==> config.mk <==
export PLATFORM = sky130hd
export DESIGN_NAME = magic_length_deframer
export DESIGN_NICKNAME = d
export VERILOG_FILES = /design/src/hw/rtl/mld_pkg.sv /design/src/hw/rtl/mld_in_reg.sv /design/src/hw/rtl/mld_parser.sv /design/src/hw/rtl/mld_out_reg.sv /design/src/hw/rtl/magic_length_deframer.sv
export SDC_FILE = /design/constraint.sdc
export NUM_CORES = 1
export LEC_CHECK = 0
export ABC_CLOCK_PERIOD_IN_PS = 3800
export BUFFER_PORTS_ARGS = -buffer_cell sky130_fd_sc_hd__buf_2
export CAP_MARGIN = 20
export CORE_ASPECT_RATIO = 0.8
export CORE_UTILIZATION = 45
export CTS_CLUSTER_DIAMETER = 200
export CTS_CLUSTER_SIZE = 20
export DETAILED_ROUTE_END_ITERATION = 16
export PLACE_DENSITY = 0.66
export SYNTH_ARGS = -nofsm -noshare
export SYNTH_HDL_FRONTEND = slang
export SYNTH_SLANG_ARGS = --single-unit
==> constraint.sdc <==
create_clock -name clk_i -period 3.8 [get_ports clk_i]
set_input_delay 0.38 -clock clk_i [delete_from_list [all_inputs] [get_ports clk_i]]
set_output_delay 0.38 -clock clk_i [all_outputs]
set_load 0.03 [all_outputs]
==> src/hw/rtl/mld_pkg.sv <==
// ----------------------------------------------------------------------------
// Magic length deframer package
// Shared types and constants for the deframer: parse modes, header magic,
// size widths and the result record that moves between the pipeline stages.
// ----------------------------------------------------------------------------
`default_nettype none

package mld_pkg;

  localparam int unsigned ByteW  = 8;
  localparam int unsigned SizeW  = 16;
  localparam int unsigned LimitW = 17;

  localparam logic [LimitW-1:0] LimitReset = 17'd32768;

  localparam logic [ByteW-1:0] MagicFirst  = 8'h59;
  localparam logic [ByteW-1:0] MagicSecond = 8'h4E;

  localparam logic [1:0] ModeHunt = 2'd0;
  localparam logic [1:0] ModeLen  = 2'd1;
  localparam logic [1:0] ModeBody = 2'd2;

  localparam logic [1:0] LenOrigLo = 2'd0;
  localparam logic [1:0] LenOrigHi = 2'd1;
  localparam logic [1:0] LenBodyLo = 2'd2;
  localparam logic [1:0] LenBodyHi = 2'd3;

  typedef struct packed {
    logic [ByteW-1:0] body_byte;
    logic             first_of_message;
    logic             last_of_message;
    logic             empty_message;
    logic [SizeW-1:0] original_length;
  } result_t;

endpackage

`default_nettype wire

==> src/hw/rtl/mld_in_reg.sv <==
// ----------------------------------------------------------------------------
// Deframer input register
// Holds one received byte until the parser consumes it. A new request is
// taken whenever the register is empty or is being drained in this cycle.
// ----------------------------------------------------------------------------
`default_nettype none

module mld_in_reg (
  input  wire logic                     clk_i,
  input  wire logic                     rst_ni,
  input  wire logic                     in_valid_i,
  output logic                          in_ready_o,
  input  wire logic [mld_pkg::ByteW-1:0] rx_byte_i,
  input  wire logic                     take_i,
  output logic                          valid_o,
  output logic [mld_pkg::ByteW-1:0]     byte_o
);

  logic                      valid_q;
  logic                      valid_d;
  logic [mld_pkg::ByteW-1:0] byte_q;
  logic                      load;

  assign in_ready_o = !valid_q || take_i;
  assign load       = in_valid_i && in_ready_o;
  assign valid_d    = load || (valid_q && !take_i);

  always_ff @(posedge clk_i or negedge rst_ni) begin
    if (!rst_ni) begin
      valid_q <= 1'b0;
    end else begin
      valid_q <= valid_d;
    end
  end

  always_ff @(posedge clk_i) begin
    if (load) begin
      byte_q <= rx_byte_i;
    end
  end

  assign valid_o = valid_q;
  assign byte_o  = byte_q;

endmodule

`default_nettype wire

==> src/hw/rtl/mld_parser.sv <==
// ----------------------------------------------------------------------------
// Deframer parser
// Header hunt, length gathering and body pass-through. One byte is parsed
// per step and produces at most one result.
// ----------------------------------------------------------------------------
`default_nettype none

module mld_parser (
  input  wire logic                        clk_i,
  input  wire logic                        rst_ni,
  input  wire logic                        step_i,
  input  wire logic [mld_pkg::ByteW-1:0]   byte_i,
  input  wire logic [mld_pkg::LimitW-1:0]  size_limit_i,
  output logic                             res_valid_o,
  output mld_pkg::result_t                 res_o
);

  logic [1:0]                mode_q, mode_d;
  logic [mld_pkg::ByteW-1:0] held_q, held_d;
  logic                      phase_q, phase_d;
  logic [1:0]                idx_q, idx_d;
  logic [mld_pkg::SizeW-1:0] orig_q, orig_d;
  logic [mld_pkg::SizeW-1:0] body_q, body_d;
  logic [mld_pkg::SizeW-1:0] rem_q, rem_d;
  logic                      hit;
  logic                      sizes_ok;
  logic                      is_last;

  assign sizes_ok = ({1'b0, body_d} < size_limit_i) && ({1'b0, orig_d} < size_limit_i);
  assign is_last  = (rem_q <= mld_pkg::SizeW'(1));

  always_comb begin
    mode_d  = mode_q;
    held_d  = held_q;
    phase_d = phase_q;
    idx_d   = idx_q;
    orig_d  = orig_q;
    body_d  = body_q;
    rem_d   = rem_q;
    hit     = 1'b0;
    res_o   = '0;
    res_o.original_length = orig_q;
    case (mode_q)
      mld_pkg::ModeLen: begin
        case (idx_q)
          mld_pkg::LenOrigLo: orig_d[7:0]  = byte_i;
          mld_pkg::LenOrigHi: orig_d[15:8] = byte_i;
          mld_pkg::LenBodyLo: body_d[7:0]  = byte_i;
          mld_pkg::LenBodyHi: body_d[15:8] = byte_i;
          default: ;
        endcase
        if (idx_q != mld_pkg::LenBodyHi) begin
          idx_d = idx_q + 2'd1;
        end else begin
          idx_d = mld_pkg::LenOrigLo;
          if (sizes_ok && body_d != '0) begin
            mode_d = mld_pkg::ModeBody;
            rem_d  = body_d;
          end else begin
            mode_d  = mld_pkg::ModeHunt;
            phase_d = 1'b0;
            if (sizes_ok) begin
              hit                   = 1'b1;
              res_o.last_of_message = 1'b1;
              res_o.empty_message   = 1'b1;
              res_o.original_length = orig_d;
            end
          end
        end
      end
      mld_pkg::ModeBody: begin
        hit                    = 1'b1;
        res_o.body_byte        = byte_i;
        res_o.first_of_message = (rem_q == body_q);
        res_o.last_of_message  = is_last;
        if (is_last) begin
          rem_d   = '0;
          mode_d  = mld_pkg::ModeHunt;
          phase_d = 1'b0;
          idx_d   = mld_pkg::LenOrigLo;
        end else begin
          rem_d = rem_q - mld_pkg::SizeW'(1);
        end
      end
      default: begin
        mode_d = mld_pkg::ModeHunt;
        if (!phase_q) begin
          held_d  = byte_i;
          phase_d = 1'b1;
        end else begin
          phase_d = 1'b0;
          if (held_q == mld_pkg::MagicFirst && byte_i == mld_pkg::MagicSecond) begin
            mode_d = mld_pkg::ModeLen;
            idx_d  = mld_pkg::LenOrigLo;
          end
        end
      end
    endcase
  end

  assign res_valid_o = step_i && hit;

  always_ff @(posedge clk_i or negedge rst_ni) begin
    if (!rst_ni) begin
      mode_q  <= mld_pkg::ModeHunt;
      held_q  <= '0;
      phase_q <= 1'b0;
      idx_q   <= mld_pkg::LenOrigLo;
      orig_q  <= '0;
      body_q  <= '0;
      rem_q   <= '0;
    end else if (step_i) begin
      mode_q  <= mode_d;
      held_q  <= held_d;
      phase_q <= phase_d;
      idx_q   <= idx_d;
      orig_q  <= orig_d;
      body_q  <= body_d;
      rem_q   <= rem_d;
    end
  end

`ifndef ASSERT_OFF
  // While a body is streaming there is always at least one byte left.
  a_body_rem_nonzero: assert property (@(posedge clk_i) disable iff (!rst_ni)
    (mode_q == mld_pkg::ModeBody) |-> (rem_q != '0))
    else $error("body mode with no bytes remaining");

  // An empty message is a lone last marker with no data byte.
  a_empty_shape: assert property (@(posedge clk_i) disable iff (!rst_ni)
    (res_valid_o && res_o.empty_message) |->
      (res_o.last_of_message && !res_o.first_of_message && res_o.body_byte == '0))
    else $error("malformed empty message result");

  // The last body byte sends the parser back to header hunting.
  a_last_to_hunt: assert property (@(posedge clk_i) disable iff (!rst_ni)
    (step_i && mode_q == mld_pkg::ModeBody && is_last) |=>
      (mode_q == mld_pkg::ModeHunt && !phase_q))
    else $error("parser did not return to hunting after a body");

  // The length index only advances while gathering length bytes.
  a_idx_idle: assert property (@(posedge clk_i) disable iff (!rst_ni)
    (mode_q != mld_pkg::ModeLen) |-> (idx_q == mld_pkg::LenOrigLo))
    else $error("length index moved outside length gathering");
`endif

endmodule

`default_nettype wire

==> src/hw/rtl/mld_out_reg.sv <==
// ----------------------------------------------------------------------------
// Deframer result register
// Holds one result until the downstream side takes it. It can refill in the
// same cycle that its current result is taken.
// ----------------------------------------------------------------------------
`default_nettype none

module mld_out_reg (
  input  wire logic              clk_i,
  input  wire logic              rst_ni,
  input  wire logic              load_i,
  input  wire mld_pkg::result_t  res_i,
  output logic                   free_o,
  output logic                   out_valid_o,
  input  wire logic              out_ready_i,
  output mld_pkg::result_t       res_o
);

  logic             valid_q;
  logic             valid_d;
  mld_pkg::result_t res_q;

  assign free_o  = !valid_q || out_ready_i;
  assign valid_d = load_i || (valid_q && !out_ready_i);

  always_ff @(posedge clk_i or negedge rst_ni) begin
    if (!rst_ni) begin
      valid_q <= 1'b0;
    end else begin
      valid_q <= valid_d;
    end
  end

  always_ff @(posedge clk_i) begin
    if (load_i) begin
      res_q <= res_i;
    end
  end

  assign out_valid_o = valid_q;
  assign res_o       = res_q;

`ifndef ASSERT_OFF
  // A held result is never overwritten before it is taken.
  a_no_overwrite: assert property (@(posedge clk_i) disable iff (!rst_ni)
    load_i |-> (!valid_q || out_ready_i))
    else $error("result register overwritten while full");
`endif

endmodule

`default_nettype wire

==> src/hw/rtl/magic_length_deframer.sv <==
// ----------------------------------------------------------------------------
// Magic length deframer
// Finds 'Y','N' headers in a byte stream, reads the original and body sizes,
// checks them against a size limit and passes on body bytes or an empty-message result.
// ----------------------------------------------------------------------------
//
//  Channel  Direction  Handshake                Payload
//  -------  ---------  -----------------------  ---------------------------------
//  in       sink       in_valid_i / in_ready_o   rx_byte_i
//  out      source     out_valid_o / out_ready_i body_byte_o, first/last/empty,
//                                               original_length_o
//  cfg      sink       cfg_valid_i / cfg_ready_o size_limit_i
//
//  One byte is accepted per clock cycle when the result side keeps up.
//  A byte's result passes through the input register, then the result register.
//  Throughput is set by the single parse step between the two registers.
//  Reset clears all parse state and loads the size limit with 32768.
//  A stall on the result side holds the parser and then the input register.
// ----------------------------------------------------------------------------
`default_nettype none

module magic_length_deframer (
  input  wire logic                         clk_i,
  input  wire logic                         rst_ni,
  input  wire logic                         in_valid_i,
  output logic                              in_ready_o,
  input  wire logic [mld_pkg::ByteW-1:0]    rx_byte_i,
  output logic                              out_valid_o,
  input  wire logic                         out_ready_i,
  output logic [mld_pkg::ByteW-1:0]         body_byte_o,
  output logic                              first_of_message_o,
  output logic                              last_of_message_o,
  output logic                              empty_message_o,
  output logic [mld_pkg::SizeW-1:0]         original_length_o,
  input  wire logic                         cfg_valid_i,
  output logic                              cfg_ready_o,
  input  wire logic [mld_pkg::LimitW-1:0]   size_limit_i
);

  logic [mld_pkg::LimitW-1:0] limit_q;
  logic                       byte_valid;
  logic [mld_pkg::ByteW-1:0]  byte_q;
  logic                       step;
  logic                       res_valid;
  logic                       out_free;
  mld_pkg::result_t           res;
  mld_pkg::result_t           res_out;

  assign cfg_ready_o = 1'b1;

  always_ff @(posedge clk_i or negedge rst_ni) begin
    if (!rst_ni) begin
      limit_q <= mld_pkg::LimitReset;
    end else if (cfg_valid_i) begin
      limit_q <= size_limit_i;
    end
  end

  assign step = byte_valid && out_free;

  mld_in_reg u_in_reg (
    .clk_i      (clk_i),
    .rst_ni     (rst_ni),
    .in_valid_i (in_valid_i),
    .in_ready_o (in_ready_o),
    .rx_byte_i  (rx_byte_i),
    .take_i     (step),
    .valid_o    (byte_valid),
    .byte_o     (byte_q)
  );

  mld_parser u_parser (
    .clk_i        (clk_i),
    .rst_ni       (rst_ni),
    .step_i       (step),
    .byte_i       (byte_q),
    .size_limit_i (limit_q),
    .res_valid_o  (res_valid),
    .res_o        (res)
  );

  mld_out_reg u_out_reg (
    .clk_i       (clk_i),
    .rst_ni      (rst_ni),
    .load_i      (res_valid),
    .res_i       (res),
    .free_o      (out_free),
    .out_valid_o (out_valid_o),
    .out_ready_i (out_ready_i),
    .res_o       (res_out)
  );

  assign body_byte_o        = res_out.body_byte;
  assign first_of_message_o = res_out.first_of_message;
  assign last_of_message_o  = res_out.last_of_message;
  assign empty_message_o    = res_out.empty_message;
  assign original_length_o  = res_out.original_length;

endmodule

`default_nettype wire
==> run metrics <==
sequential share of power 0.374; Mean Syn Cell Area 9.86 um^2; HPWL Detailed 12200 um; Async S/R FF share, synth 0.696; Comb power frac 0.263; largest cells by area after synthesis dfrtp_1 30%, edfxtp_1 16%, mux2_2 7.6%, ha_1 7.3%, nand2_1 7.2%; simple-gate share of the synthesized area 0.189; post-route ant nets 0; H-tree depth 4; CORE AREA 13800 um^2; path type of the worst setup path register to register; Worst Hold Class primary input to register; Iter 0 DRT Violations 567; Tightest Pin Transition 768 ps; die area 15000 um^2; clock root buffer clkbuf_16; drc violations 0; post-synthesis sequential area ratio 0.468; Post-Syn Area 6530 um^2; first-pass GRT wire length 27400 um; post-synthesis mux area share 0.107; Post-Synth XOR/XNOR Area 0.0215; vias per cell 5.76; final hold vios 0; area growth from synthesis to layout 17.7%; Post-Syn Instances 662; crit end category register; fillers 1199; reg2reg end u_out_reg.res_o[7]$_DFFE_PP_; dominant cell type by area after synthesis dfrtp_1; Critical Path Start Type register; Total Nets Final 794; main combinational cell family by area after synthesis simple AND/OR/NAND/NOR gates; FF+latch count, synth 115; clock share of power 0.363; setup_tns 0 ps; WL final 17100 um; largest net degree at the start of global routing 81; IO Port Bufs 58; Max Cap Viol 0; share of layout cells above drive strength 1 0.225; drt pass-1 iters 5; r2r worst-path depth 13; worst setup margin 37.0 ps; Hold Path Depth 1; hold path start rx_byte_i[4]; CP max-delay cell a31oi_1; Skew-Pair Late Insertion Delay 420 ps; Boundary Pins 60; CTS tree built; status finished, final reports clean; clock sink total 115; gr ovfl total 0; adder-cell share of the synthesized area 0.0728; minimum clock period 3760 ps; total global-route track usage 0.247; arrival time at the worst endpoint 3940 ps; final cycle utilization of the critical path 0.990; fmax 266 MHz; Core Rows 38; initial antenna violation count 0; Final Setup Violations 0; RePlAce Congestion 0.892; leakage 3.66 nW; distinct cell type count after synthesis 54; dpl ws 31.6 ps; via count 5291; Net Switching 1.38 mW; routed len/inst 18.6 um; Hold Path End u_in_reg.byte_o[4]$_DFFE_PP_; Synth Area in Compound Gates 0.103; Post-synth EDFFs 35; deepest clock path buffer count 2; CP max stage delay 450 ps; Clock transition at path regs 50 ps; die height 110 um; Cell Chain, Critical Path ha_1 > buf_4 > nand2_2 > buf_4 > mux2_2 > ha_1 > and4b_1 > o211ai_1 > a31oi_1 > nor4_4 > o21ai_2 > clkinvlp_4 > buf_12; Crit Path Max Fanout 27; vias in the first global route 5123; Yosys warnings 0; post-synth top area share 0.303; Starting Density 0.472; setup slack, reg-to-reg 40 ps; main flop type after synthesis dfrtp_1; count leader, synth nand2_1; Die Width 137 um; max-slew violations 0; sw frac 0.334; worst-case headroom to the max-slew limit 0.483; Post-synth top cells 125 x nand2_1, 79 x dfrtp_1, 44 x mux2_2, 38 x ha_1, 38 x o21ai_0; Peak VDD IR 335 uV; cts bufs inserted 17; # diodes 0; Synthesized Nets 730; Clock Skews 8.72 ps; worst r2r src u_parser.mode_q[0]$_DFFE_PN0P_; Cell Int Power 2.77 mW; Pwr Density 541 nW/um^2; CP Data Required Time 3970 ps
==> power by group through the flow <==
stage                     Sequential (mW)  Clock [mW]  Combinational (mW)
after global routing                 1.56        1.59                1.19
after global placement               1.56           0                1.02
after floorplan                      1.56           0               0.747
after detailed placement             1.57           0                1.05
final                                1.55        1.51                1.09
after CTS                            1.55        1.53                1.06
==> stage by stage <==
step	instances	util	cell area [um^2]	total power, mW	hold slack (ps)
after floorplan	662	-	6530	2.30	84.4
after global placement	885	0.510	7050	2.58	472
after detailed placement	885	0.510	7050	2.62	476
after CTS	917	0.550	7600	4.13	131
after global routing	919	0.555	7680	4.34	130
final	919	0.555	7680	4.15	140
==> cell families after synthesis <==
group,Yosys count
other,1
buffers and inverters,61
adders and majority gates,38
DFF,115
AOI/OAI and AO/OA,110
xor gates and xnor gates,16
muxes,63
and+or+nand+nor,258
==> timing repair <==
item	in CTS	in global routing
gates resized for setup	0	8
hold endpoints to repair	0	32
setup endpoints to repair	0	50
hold buffers	0	1
buffers inserted	0	0
==> registers in the layout, indices dropped and copies added, names as in the netlist, 2 cells and up <==
name and count:
u_out_reg.res_o 27, limit_q 17, u_parser.body_q 16, u_parser.orig_q 16, u_parser.rem_q 16, u_in_reg.byte_o 8
u_parser.held_q 8, u_parser.idx_q 2, u_parser.mode_q 2
==> layout by cell type (no fill, tap or decap), types with 3 or more instances in the layout <==
master,netlist,layout
nand2_1,125,123
dfrtp_1,79,79
buf_2,6,57
mux2_2,44,44
o21ai_0,38,38
ha_1,38,38
nor2_1,35,35
edfxtp_1,35,35
and2_1,29,29
inv_1,27,26
nor3_1,22,22
a21oi_1,20,20
buf_4,1,19
mux2i_1,17,17
clkbuf_16,0,17
o22ai_1,16,16
xor2_1,16,16
a31oi_1,12,11
nor4_1,10,10
nand4_1,6,6
nand2b_1,5,5
clkinv_2,0,5
nand3_1,4,4
a21o_1,4,4
clkinvlp_4,0,4
nand2_4,1,3
a211oi_1,3,3
o21a_1,3,3
or3_1,3,3
clkbuf_1,24,3
==> final cells by class <==
| cell class | instances | area [um^2] | share of cell area |
|---|---|---|---|
| clock buffers | 20 | 437 | 0.0569 |
| clock inverters | 12 | 115 | 0.0150 |
| inverters | 27 | 105 | 0.0137 |
| multi-input cells | 486 | 3260 | 0.424 |
| flip-flops and latches | 115 | 3050 | 0.398 |
| well taps | 180 | 225 | 0.0293 |
| repair buffers | 79 | 485 | 0.0632 |
==> worst max-delay path by stage <==
stage	start	endpoint	slack, ps
6_report	u_parser.mode_q[0]$_DFFE_PN0P_	u_out_reg.res_o[7]$_DFFE_PP_	40
5_1_grt	u_parser.mode_q[1]$_DFFE_PN0P_	u_out_reg.res_o[14]$_DFFE_PP_	-30
4_1_cts	u_parser.idx_q[0]$_DFFE_PN0P_	u_out_reg.res_o[12]$_DFFE_PP_	10
3_5_place_dp	u_parser.idx_q[0]$_DFFE_PN0P_	u_out_reg.res_o[5]$_DFFE_PP_	30
3_3_place_gp	u_parser.mode_q[0]$_DFFE_PN0P_	u_out_reg.res_o[5]$_DFFE_PP_	120
2_1_floorplan	u_parser.idx_q[0]$_DFFE_PN0P_	u_parser.rem_q[0]$_DFFE_PN0P_	20
==> critical path: cells and delay by family (launching register included) <==
kind / cells / cell delay, ps
AO/OA/AOI/OAI: 3 / 890
adder cells (fa/ha/maj): 2 / 570
buffers and inverters: 4 / 740
flip-flops: 1 / 400
multiplexers: 1 / 350
AND/OR/NAND/NOR: 3 / 560
==> routing by layer <==
| metal | routed length [um] | GRT usage | vias up |
|---|---|---|---|
| met1 | 7970 | 0.345 | 2550 |
| met3 | 1410 | 0.0645 | 31 |
| met4 | 291 | 0.0960 | 0 |
| li1 | - | - | 2466 |
| met2 | 7380 | 0.367 | 244 |
| met5 | 0 | 0 | - |
No activity file was read; power rests on OpenSTA's default activity.
